<file path="src/rtl/assert_macros.svh">
// Assertion macros shared by the supervisor RTL.
`ifndef ASSERT_MACROS_SVH
`define ASSERT_MACROS_SVH

// Check a property on every clock edge outside reset.
`define WWS_ASSERT(lbl, prop, msg) \
   lbl: assert property (@(posedge clock) disable iff (reset) prop) else $error(msg);

// Check a property on every clock edge, reset included.
`define WWS_ASSERT_ALWAYS(lbl, prop, msg) \
   lbl: assert property (@(posedge clock) prop) else $error(msg);

`endif

</file>
<file path="src/rtl/wws_pkg.sv">
// Types and constants of the windowed watchdog supervisor.
`timescale 1ns / 1ps
package wws_pkg;

   typedef enum logic [1:0] {
      CMD_ARM       = 2'd0,
      CMD_FEED      = 2'd1,
      CMD_SUPERVISE = 2'd2
   } cmd_type;

   typedef enum logic [1:0] {
      REG_MAX_FEEDS     = 2'd0,
      REG_MIN_FEEDS     = 2'd1,
      REG_EPOCH_PERIOD  = 2'd2,
      REG_FEED_INTERVAL = 2'd3
   } reg_index_type;

   localparam int unsigned CSR_ADDR_W = 4;
   localparam int unsigned CSR_DATA_W = 32;

   localparam logic [15:0] MAX_FEEDS_RESET     = 16'd64;
   localparam logic [15:0] MIN_FEEDS_RESET     = 16'd1;
   localparam logic [31:0] EPOCH_PERIOD_RESET  = 32'd16000000;
   localparam logic [31:0] FEED_INTERVAL_RESET = 32'd1600000;

   // hw_feed, feed_taken, epoch_closed, two 16-bit counts, 32-bit epochs, armed
   localparam int unsigned RSP_FIELDS_W = 68;
   localparam int unsigned RSP_DATA_W   = 72;

endpackage

</file>
<file path="src/rtl/windowed_watchdog_supervisor_unit.sv">
// Windowed watchdog supervisor: event register, single-pass update, result register.
`timescale 1ns / 1ps
`include "assert_macros.svh"
//
//  channel | direction | handshake                 | content
//  --------+-----------+---------------------------+----------------------------------
//  req_    | in        | req_tvalid / req_tready   | tuser command, tdata now_ticks
//  rsp_    | out       | rsp_tvalid / rsp_tready   | tdata status flags and counters
//  csr_    | in/out    | psel, penable, pready     | four configuration registers
//
//  One event per cycle sustained while rsp_tready is high; req reaches rsp via the event and result registers.
//  The event register feeds one pass of two time subtractions, compares and
//  counter updates that writes the state and the result register together.
//  A full result register stalls the event register only when rsp_tready is low.
//  Synchronous reset disarms the supervisor, clears the counters and reloads
//  the configuration defaults; there is no clearing pass.
module windowed_watchdog_supervisor_unit #(
   parameter int unsigned TIME_BITS  = 52,
   parameter int unsigned COUNT_BITS = 16
) (
   input  logic                                   clock,
   input  logic                                   reset,
   // stream in
   input  logic                                   req_tvalid,
   output logic                                   req_tready,
   input  logic [((TIME_BITS + 7) / 8) * 8 - 1:0] req_tdata,  // now_ticks
   input  logic [1:0]                             req_tuser,  // command
   // stream out
   output logic                                   rsp_tvalid,
   input  logic                                   rsp_tready,
   // hw_feed, feed_taken, epoch_closed, feeds_this_epoch[16], feeds_last_epoch[16],
   // epochs_done[32], armed
   output logic [wws_pkg::RSP_DATA_W-1:0]         rsp_tdata,
   // configuration
   input  logic                                   csr_psel,
   input  logic                                   csr_penable,
   input  logic                                   csr_pwrite,
   input  logic [wws_pkg::CSR_ADDR_W-1:0]         csr_paddr,
   input  logic [wws_pkg::CSR_DATA_W-1:0]         csr_pwdata,
   output logic [wws_pkg::CSR_DATA_W-1:0]         csr_prdata,
   output logic                                   csr_pready
);

   // configuration registers
   logic [15:0] max_feeds_ff;
   logic [15:0] min_feeds_ff;
   logic [31:0] epoch_period_ff;
   logic [31:0] feed_interval_ff;

   wws_pkg::reg_index_type csr_index;
   logic                   csr_write;

   assign csr_pready = 1'b1;
   assign csr_index  = wws_pkg::reg_index_type'(csr_paddr[3:2]);
   assign csr_write  = csr_psel & csr_penable & csr_pwrite & csr_pready;

   always_ff @(posedge clock) begin
      if (reset) begin
         max_feeds_ff     <= wws_pkg::MAX_FEEDS_RESET;
         min_feeds_ff     <= wws_pkg::MIN_FEEDS_RESET;
         epoch_period_ff  <= wws_pkg::EPOCH_PERIOD_RESET;
         feed_interval_ff <= wws_pkg::FEED_INTERVAL_RESET;
      end else if (csr_write) begin
         unique case (csr_index)
            wws_pkg::REG_MAX_FEEDS:     max_feeds_ff     <= csr_pwdata[15:0];
            wws_pkg::REG_MIN_FEEDS:     min_feeds_ff     <= csr_pwdata[15:0];
            wws_pkg::REG_EPOCH_PERIOD:  epoch_period_ff  <= csr_pwdata;
            wws_pkg::REG_FEED_INTERVAL: feed_interval_ff <= csr_pwdata;
         endcase
      end
   end

   always_comb begin
      unique case (csr_index)
         wws_pkg::REG_MAX_FEEDS:     csr_prdata = 32'(max_feeds_ff);
         wws_pkg::REG_MIN_FEEDS:     csr_prdata = 32'(min_feeds_ff);
         wws_pkg::REG_EPOCH_PERIOD:  csr_prdata = epoch_period_ff;
         wws_pkg::REG_FEED_INTERVAL: csr_prdata = feed_interval_ff;
      endcase
   end

   // event register
   logic                 in_valid_ff;
   logic [1:0]           in_cmd_ff;
   logic [TIME_BITS-1:0] in_now_ff;

   // result register
   logic                                  rsp_valid_ff;
   logic [wws_pkg::RSP_FIELDS_W-1:0]      rsp_data_ff;
   logic [wws_pkg::RSP_FIELDS_W-1:0]      rsp_data_in;

   logic out_free;
   logic advance;

   assign out_free   = ~rsp_valid_ff | rsp_tready;
   assign advance    = in_valid_ff & out_free;
   assign req_tready = ~in_valid_ff | out_free;
   assign rsp_tvalid = rsp_valid_ff;
   assign rsp_tdata  = wws_pkg::RSP_DATA_W'(rsp_data_ff);

   always_ff @(posedge clock) begin
      if (reset) begin
         in_valid_ff <= 1'b0;
      end else if (req_tready) begin
         in_valid_ff <= req_tvalid;
      end
   end

   always_ff @(posedge clock) begin
      if (req_tready & req_tvalid) begin
         in_cmd_ff <= req_tuser;
         in_now_ff <= req_tdata[TIME_BITS-1:0];
      end
   end

   // supervisor state
   logic                  armed_ff,       armed_in;
   logic [COUNT_BITS-1:0] feed_cnt_ff,    feed_cnt_in;
   logic [COUNT_BITS-1:0] prior_feeds_ff, prior_feeds_in;
   logic [31:0]           epoch_cnt_ff,   epoch_cnt_in;
   logic [TIME_BITS-1:0]  epoch_start_ff, epoch_start_in;
   logic [TIME_BITS-1:0]  last_feed_ff,   last_feed_in;

   logic [TIME_BITS-1:0] since_epoch;
   logic [TIME_BITS-1:0] since_feed;
   logic                 below_cap;
   logic                 met_min;
   logic                 period_over;
   logic                 interval_over;
   logic                 hw_feed;
   logic                 feed_taken;
   logic                 epoch_closed;

   assign since_epoch   = in_now_ff - epoch_start_ff;
   assign since_feed    = in_now_ff - last_feed_ff;
   assign period_over   = since_epoch >= TIME_BITS'(epoch_period_ff);
   assign interval_over = since_feed >= TIME_BITS'(feed_interval_ff);
   assign below_cap     = 32'(feed_cnt_ff) < 32'(max_feeds_ff);
   assign met_min       = 32'(feed_cnt_ff) >= 32'(min_feeds_ff);

   always_comb begin
      armed_in       = armed_ff;
      feed_cnt_in    = feed_cnt_ff;
      prior_feeds_in = prior_feeds_ff;
      epoch_cnt_in   = epoch_cnt_ff;
      epoch_start_in = epoch_start_ff;
      last_feed_in   = last_feed_ff;
      hw_feed        = 1'b0;
      feed_taken     = 1'b0;
      epoch_closed   = 1'b0;
      unique case (wws_pkg::cmd_type'(in_cmd_ff))
         wws_pkg::CMD_ARM: begin
            armed_in       = 1'b1;
            feed_cnt_in    = COUNT_BITS'(1);
            prior_feeds_in = '0;
            epoch_cnt_in   = '0;
            epoch_start_in = in_now_ff;
            last_feed_in   = in_now_ff;
            hw_feed        = 1'b1;
            feed_taken     = 1'b1;
         end
         wws_pkg::CMD_FEED: begin
            if (armed_ff && below_cap) begin
               feed_cnt_in  = feed_cnt_ff + COUNT_BITS'(1);
               last_feed_in = in_now_ff;
               hw_feed      = 1'b1;
               feed_taken   = 1'b1;
            end
         end
         wws_pkg::CMD_SUPERVISE: begin
            priority if (!armed_ff) begin
               // disarmed: report only
            end else if (period_over) begin
               // close the epoch; refresh only when enough feeds came in
               if (met_min) begin
                  hw_feed      = 1'b1;
                  last_feed_in = in_now_ff;
               end
               prior_feeds_in = feed_cnt_ff;
               feed_cnt_in    = '0;
               epoch_cnt_in   = epoch_cnt_ff + 32'd1;
               epoch_start_in = in_now_ff;
               epoch_closed   = 1'b1;
            end else if (interval_over && below_cap) begin
               feed_cnt_in  = feed_cnt_ff + COUNT_BITS'(1);
               last_feed_in = in_now_ff;
               hw_feed      = 1'b1;
               feed_taken   = 1'b1;
            end
         end
         default: begin
            // unused command: report only
         end
      endcase
      rsp_data_in = {armed_in, epoch_cnt_in, 16'(prior_feeds_in), 16'(feed_cnt_in),
                     epoch_closed, feed_taken, hw_feed};
   end

   always_ff @(posedge clock) begin
      if (reset) begin
         armed_ff       <= 1'b0;
         feed_cnt_ff    <= '0;
         prior_feeds_ff <= '0;
         epoch_cnt_ff   <= '0;
         epoch_start_ff <= '0;
         last_feed_ff   <= '0;
      end else if (advance) begin
         armed_ff       <= armed_in;
         feed_cnt_ff    <= feed_cnt_in;
         prior_feeds_ff <= prior_feeds_in;
         epoch_cnt_ff   <= epoch_cnt_in;
         epoch_start_ff <= epoch_start_in;
         last_feed_ff   <= last_feed_in;
      end
   end

   always_ff @(posedge clock) begin
      if (reset) begin
         rsp_valid_ff <= 1'b0;
      end else if (out_free) begin
         rsp_valid_ff <= in_valid_ff;
      end
   end

   always_ff @(posedge clock) begin
      if (advance) begin
         rsp_data_ff <= rsp_data_in;
      end
   end

   // a closed epoch never counts a feed and leaves the running count empty
   `WWS_ASSERT(a_close_clears_count, rsp_valid_ff && rsp_data_ff[2] |-> !rsp_data_ff[1] && rsp_data_ff[18:3] == 16'd0, "epoch close with feed counted or count left")
   // a hardware reload only happens once armed
   `WWS_ASSERT(a_hw_feed_armed, rsp_valid_ff && rsp_data_ff[0] |-> rsp_data_ff[67], "hardware feed while disarmed")
   // an arm transaction restarts the epoch bookkeeping
   `WWS_ASSERT(a_arm_restarts, advance && in_cmd_ff == wws_pkg::CMD_ARM |=> armed_ff && epoch_cnt_ff == 32'd0 && feed_cnt_ff == COUNT_BITS'(1), "arm did not restart epoch")
   // reset empties both registers
   `WWS_ASSERT_ALWAYS(a_reset_empty, reset |=> !rsp_valid_ff && !in_valid_ff && !armed_ff, "pipeline not empty after reset")

endmodule

</file>
<file path="config.mk">
export PLATFORM = sky130hd
export DESIGN_NAME = windowed_watchdog_supervisor_unit
export DESIGN_NICKNAME = d
export VERILOG_FILES = /design/src/rtl/wws_pkg.sv /design/src/rtl/windowed_watchdog_supervisor_unit.sv
export VERILOG_INCLUDE_DIRS = /design/src /design/src/rtl
export SDC_FILE = /design/constraint.sdc
export NUM_CORES = 1
export LEC_CHECK = 0
export ABC_CLOCK_PERIOD_IN_PS = 5500
export BUFFER_PORTS_ARGS = -buffer_cell sky130_fd_sc_hd__buf_4
export CORE_MARGIN = 4
export CORE_UTILIZATION = 56
export CTS_CLUSTER_SIZE = 24
export DETAILED_ROUTE_END_ITERATION = 6
export PLACE_DENSITY = 0.78
export SKIP_CTS_REPAIR_TIMING = 1
export SLEW_MARGIN = 20
export SYNTH_ARGS = -nofsm -noshare
export SYNTH_HDL_FRONTEND = slang
export SYNTH_SLANG_ARGS = --single-unit
</file>
<file path="constraint.sdc">
create_clock -name clock -period 5.5 [get_ports clock]
set_input_delay 0.275 -clock clock [delete_from_list [all_inputs] [get_ports clock]]
set_output_delay 0.275 -clock clock [all_outputs]
set_load 0.01 [all_outputs]
</file>
==> reports/metrics.csv <==
metric,value,unit
crit path DAT,6.32,ns
Ys Warns,0,
drt pass-1 iters,7,
Skew-Pair Late Insertion Delay,0.59,ns
die height,223,µm
overall power,7.80,mW
Main synth FF type,dfxtp_1,
Worst-Margin Slew,1.04,ns
Placer Congestion,1.01,
Mapped Cells,3155,
"delay-heaviest family, CP",simple AND/OR/NAND/NOR gates,
synthesized flop and latch total,389,
failing checks,"DRC, hold timing, setup timing",
CTS buffer count,42,
"commonest cells after routing, fill and taps aside","buf_4, nand2_1, a21oi_1, dfxtp_1, inv_1",
first-pass GRT wire length,129,mm
syn_area_per_cell,8.18,µm²
Cell variety after synth,96,
Crit Path Category,flip-flop to flip-flop,
share of layout cells above drive strength 1,22.6,%
antenna violations before repair,1,
WL met3,7.16,mm
max frequency,0.169,GHz
vias in the first global route,24000,
WHS,-0.0234,ns
CP Capture Type,flip-flop,
post-route minimum period,5.90,ns
total wire length,92.6,mm
# DRC,1,
"Net count, final",3937,
die width,223,µm
Detail Placement HPWL,64.3,mm
PD cells,232,nW/µm²
Routed met2 length,44.1,mm
Pleak,13.5,nW
"Seq/Total Area, Yosys",34.9,%
Global Route Usage Sum,31.9,%
largest net degree at the start of global routing,97,
"Slew Viols, Final",0,
I/O Buffers,196,
Worst-path clk slew,0.06,ns
Hold Path Class,input port to flip-flop,
Post-Place Cells,4044,
setup ws final,-0.403,ns
Worst Path Buf+Inv,6,
fin cells,4267,
Via-to-Cell Ratio,6.21,
RSZ-0062 raised after global routing,true,
Area Overhead vs Synth,30.5,%
CTS tree,built,
flop2flop setup slack,-0.40,ns
Crit-path slowest cell,edfxtp_1,
MaxCap Viol Count,0,
Synth async-reset ratio,0,%
TritonCTS Sinks,389,
max incr delay on CP,0.42,ns
maximum vdd drop,0.376,mV
Vias,26500,
CTS Root Cell,clkbuf_16,
final critical-path share of the clock period,107,%
Layout Skew,0.0221,ns
slew margin rel.,29.2,%
dpl ws,-0.665,ns
"most common cell after layout, fill and taps aside",buf_4,
status,"finished, violations left",
crit-path most repeated cell,nand4_1,
final core utilization,74.1,%
Setup Viol. Count Final,223,
DRT iter0 DRCs,2968,
Site Rows,78,
grt ovf,0,
crit path max fanout,7,
max layer used,met4,
Setup crit start kind,flip-flop,
"Data required, critical path",5.91,ns
CTS Buffer Depth,3,
die area,49600,µm²
number of routed nets with antenna violations,0,
final-report hold violation count,2,
# fillers,3256,
Starting Density,56.7,%
DR WL/cell,21.7,µm
mapped cell area,25800,µm²
boundary pin count,208,
H-tree levels,2,
number of synthesized flops with an enable pin,122,
Core ar.,45500,µm²
M1 WL,36.9,mm
==> synthesized netlist by cell type (all sizes together) (11+ instances only) <==
cell type	instances	area, µm²
and2	19	119
a211o	15	131
a21oi	346	1740
o21a	34	258
o21bai	13	97.6
a22o	34	298
nor3	57	285
clkbuf	142	533
mux2i	77	771
o21ai	123	619
or2	13	81.3
and3	21	131
a31oi	18	113
nor2	233	875
xnor2	77	674
o31ai	11	82.6
mux4	16	360
nor4	29	188
edfxtp	122	3660
ha	199	2490
nor2b	30	188
o211ai	25	188
xor2	41	359
nand4	74	469
nand2b	24	150
inv	237	890
nand2	474	1780
a21o	61	458
or3	27	169
nand3	57	285
buf	42	317
a211oi	27	203
nand3b	12	90.1
dfxtp	267	5350
and4	19	169
==> sequential cells by signal, indices dropped and copies added, names as in the netlist <==
signal and count:
rsp_data_ff 68, min_feeds_ff 16, epoch_cnt_ff 32, epoch_period_ff 32, in_cmd_ff 2, feed_interval_ff 32
last_feed_ff 52, in_valid_ff 1, prior_feeds_ff 16, max_feeds_ff 16, in_now_ff 52, epoch_start_ff 52
rsp_tvalid 1, feed_cnt_ff 16, armed_ff 1
==> final timing paths <==
kind | cells after the start | from | endpoint
hold reg to reg | 2 | epoch_start_ff[6]$_SDFFE_PP0P_ | epoch_start_ff[6]$_SDFFE_PP0P_
hold / removal | 3 | csr_pwdata[19] | feed_interval_ff[19]$_SDFFE_PP1P_
setup reg to reg | 29 | in_now_ff[14]$_DFFE_PP_ | last_feed_ff[30]$_SDFFE_PP0P_
setup / recovery | 29 | in_now_ff[14]$_DFFE_PP_ | last_feed_ff[30]$_SDFFE_PP0P_
==> metrics by stage <==
step                      cell area, µm²  TNS, ns
after floorplan                    25800        0
after global placement             29400   -32.04
after detailed placement           29400   -76.93
after CTS                          30800   -79.58
after global routing               33700  -103.08
final                              33700   -43.21
==> power breakdown <==
part / total (mW) / internal, mW / leakage [nW] / switching, mW
Combinational: 1.71 / 0.755 / 9.50 / 0.951
Clock: 2.98 / 1.73 / 0.694 / 1.24
Sequential: 3.12 / 3.04 / 3.31 / 0.0760
==> per-layer routing <==
metal,vias to the layer above,global-route usage (%)
li1,12200,-
met1,12700,42.1
met2,1359,53.9
met3,288,4.12
met4,0,11.9
met5,-,0
==> kinds of logic after synthesis <==
family                     Yosys count  synth area share (%)
other                                2                0.0291
xor gates and xnor gates           118                  4.01
muxes                               94                  4.43
buffers and inverters              422                  6.75
and+or+nand+nor                   1123                  20.4
adders and majority gates          201                  9.81
DFF                                389                  34.9
AOI/OAI and AO/OA                  806                  19.7
==> worst register-to-register path: cells and delay by family (launching register included) <==
| family | cells | cell delay, ns |
|---|---|---|
| AND/OR/NAND/NOR | 14 | 2.55 |
| buffers and inverters | 6 | 0.93 |
| adder cells (fa/ha/maj) | 2 | 0.70 |
| multiplexers | 1 | 0.18 |
| AO/OA/AOI/OAI | 5 | 0.71 |
| flip-flops | 1 | 0.42 |
| XOR/XNOR | 1 | 0.23 |
==> final cells by class <==
type	count	area [µm²]	share of cell area, %
antenna	1	2.50	0.00743
clock buffer	55	1160	3.44
clock inverter	20	264	0.784
inverter	238	895	2.66
multi-input combinational	2348	16100	47.8
sequential	389	9010	26.7
tap	600	751	2.23
timing repair buffer	616	5500	16.3
(Power assumes the default switching activity.)
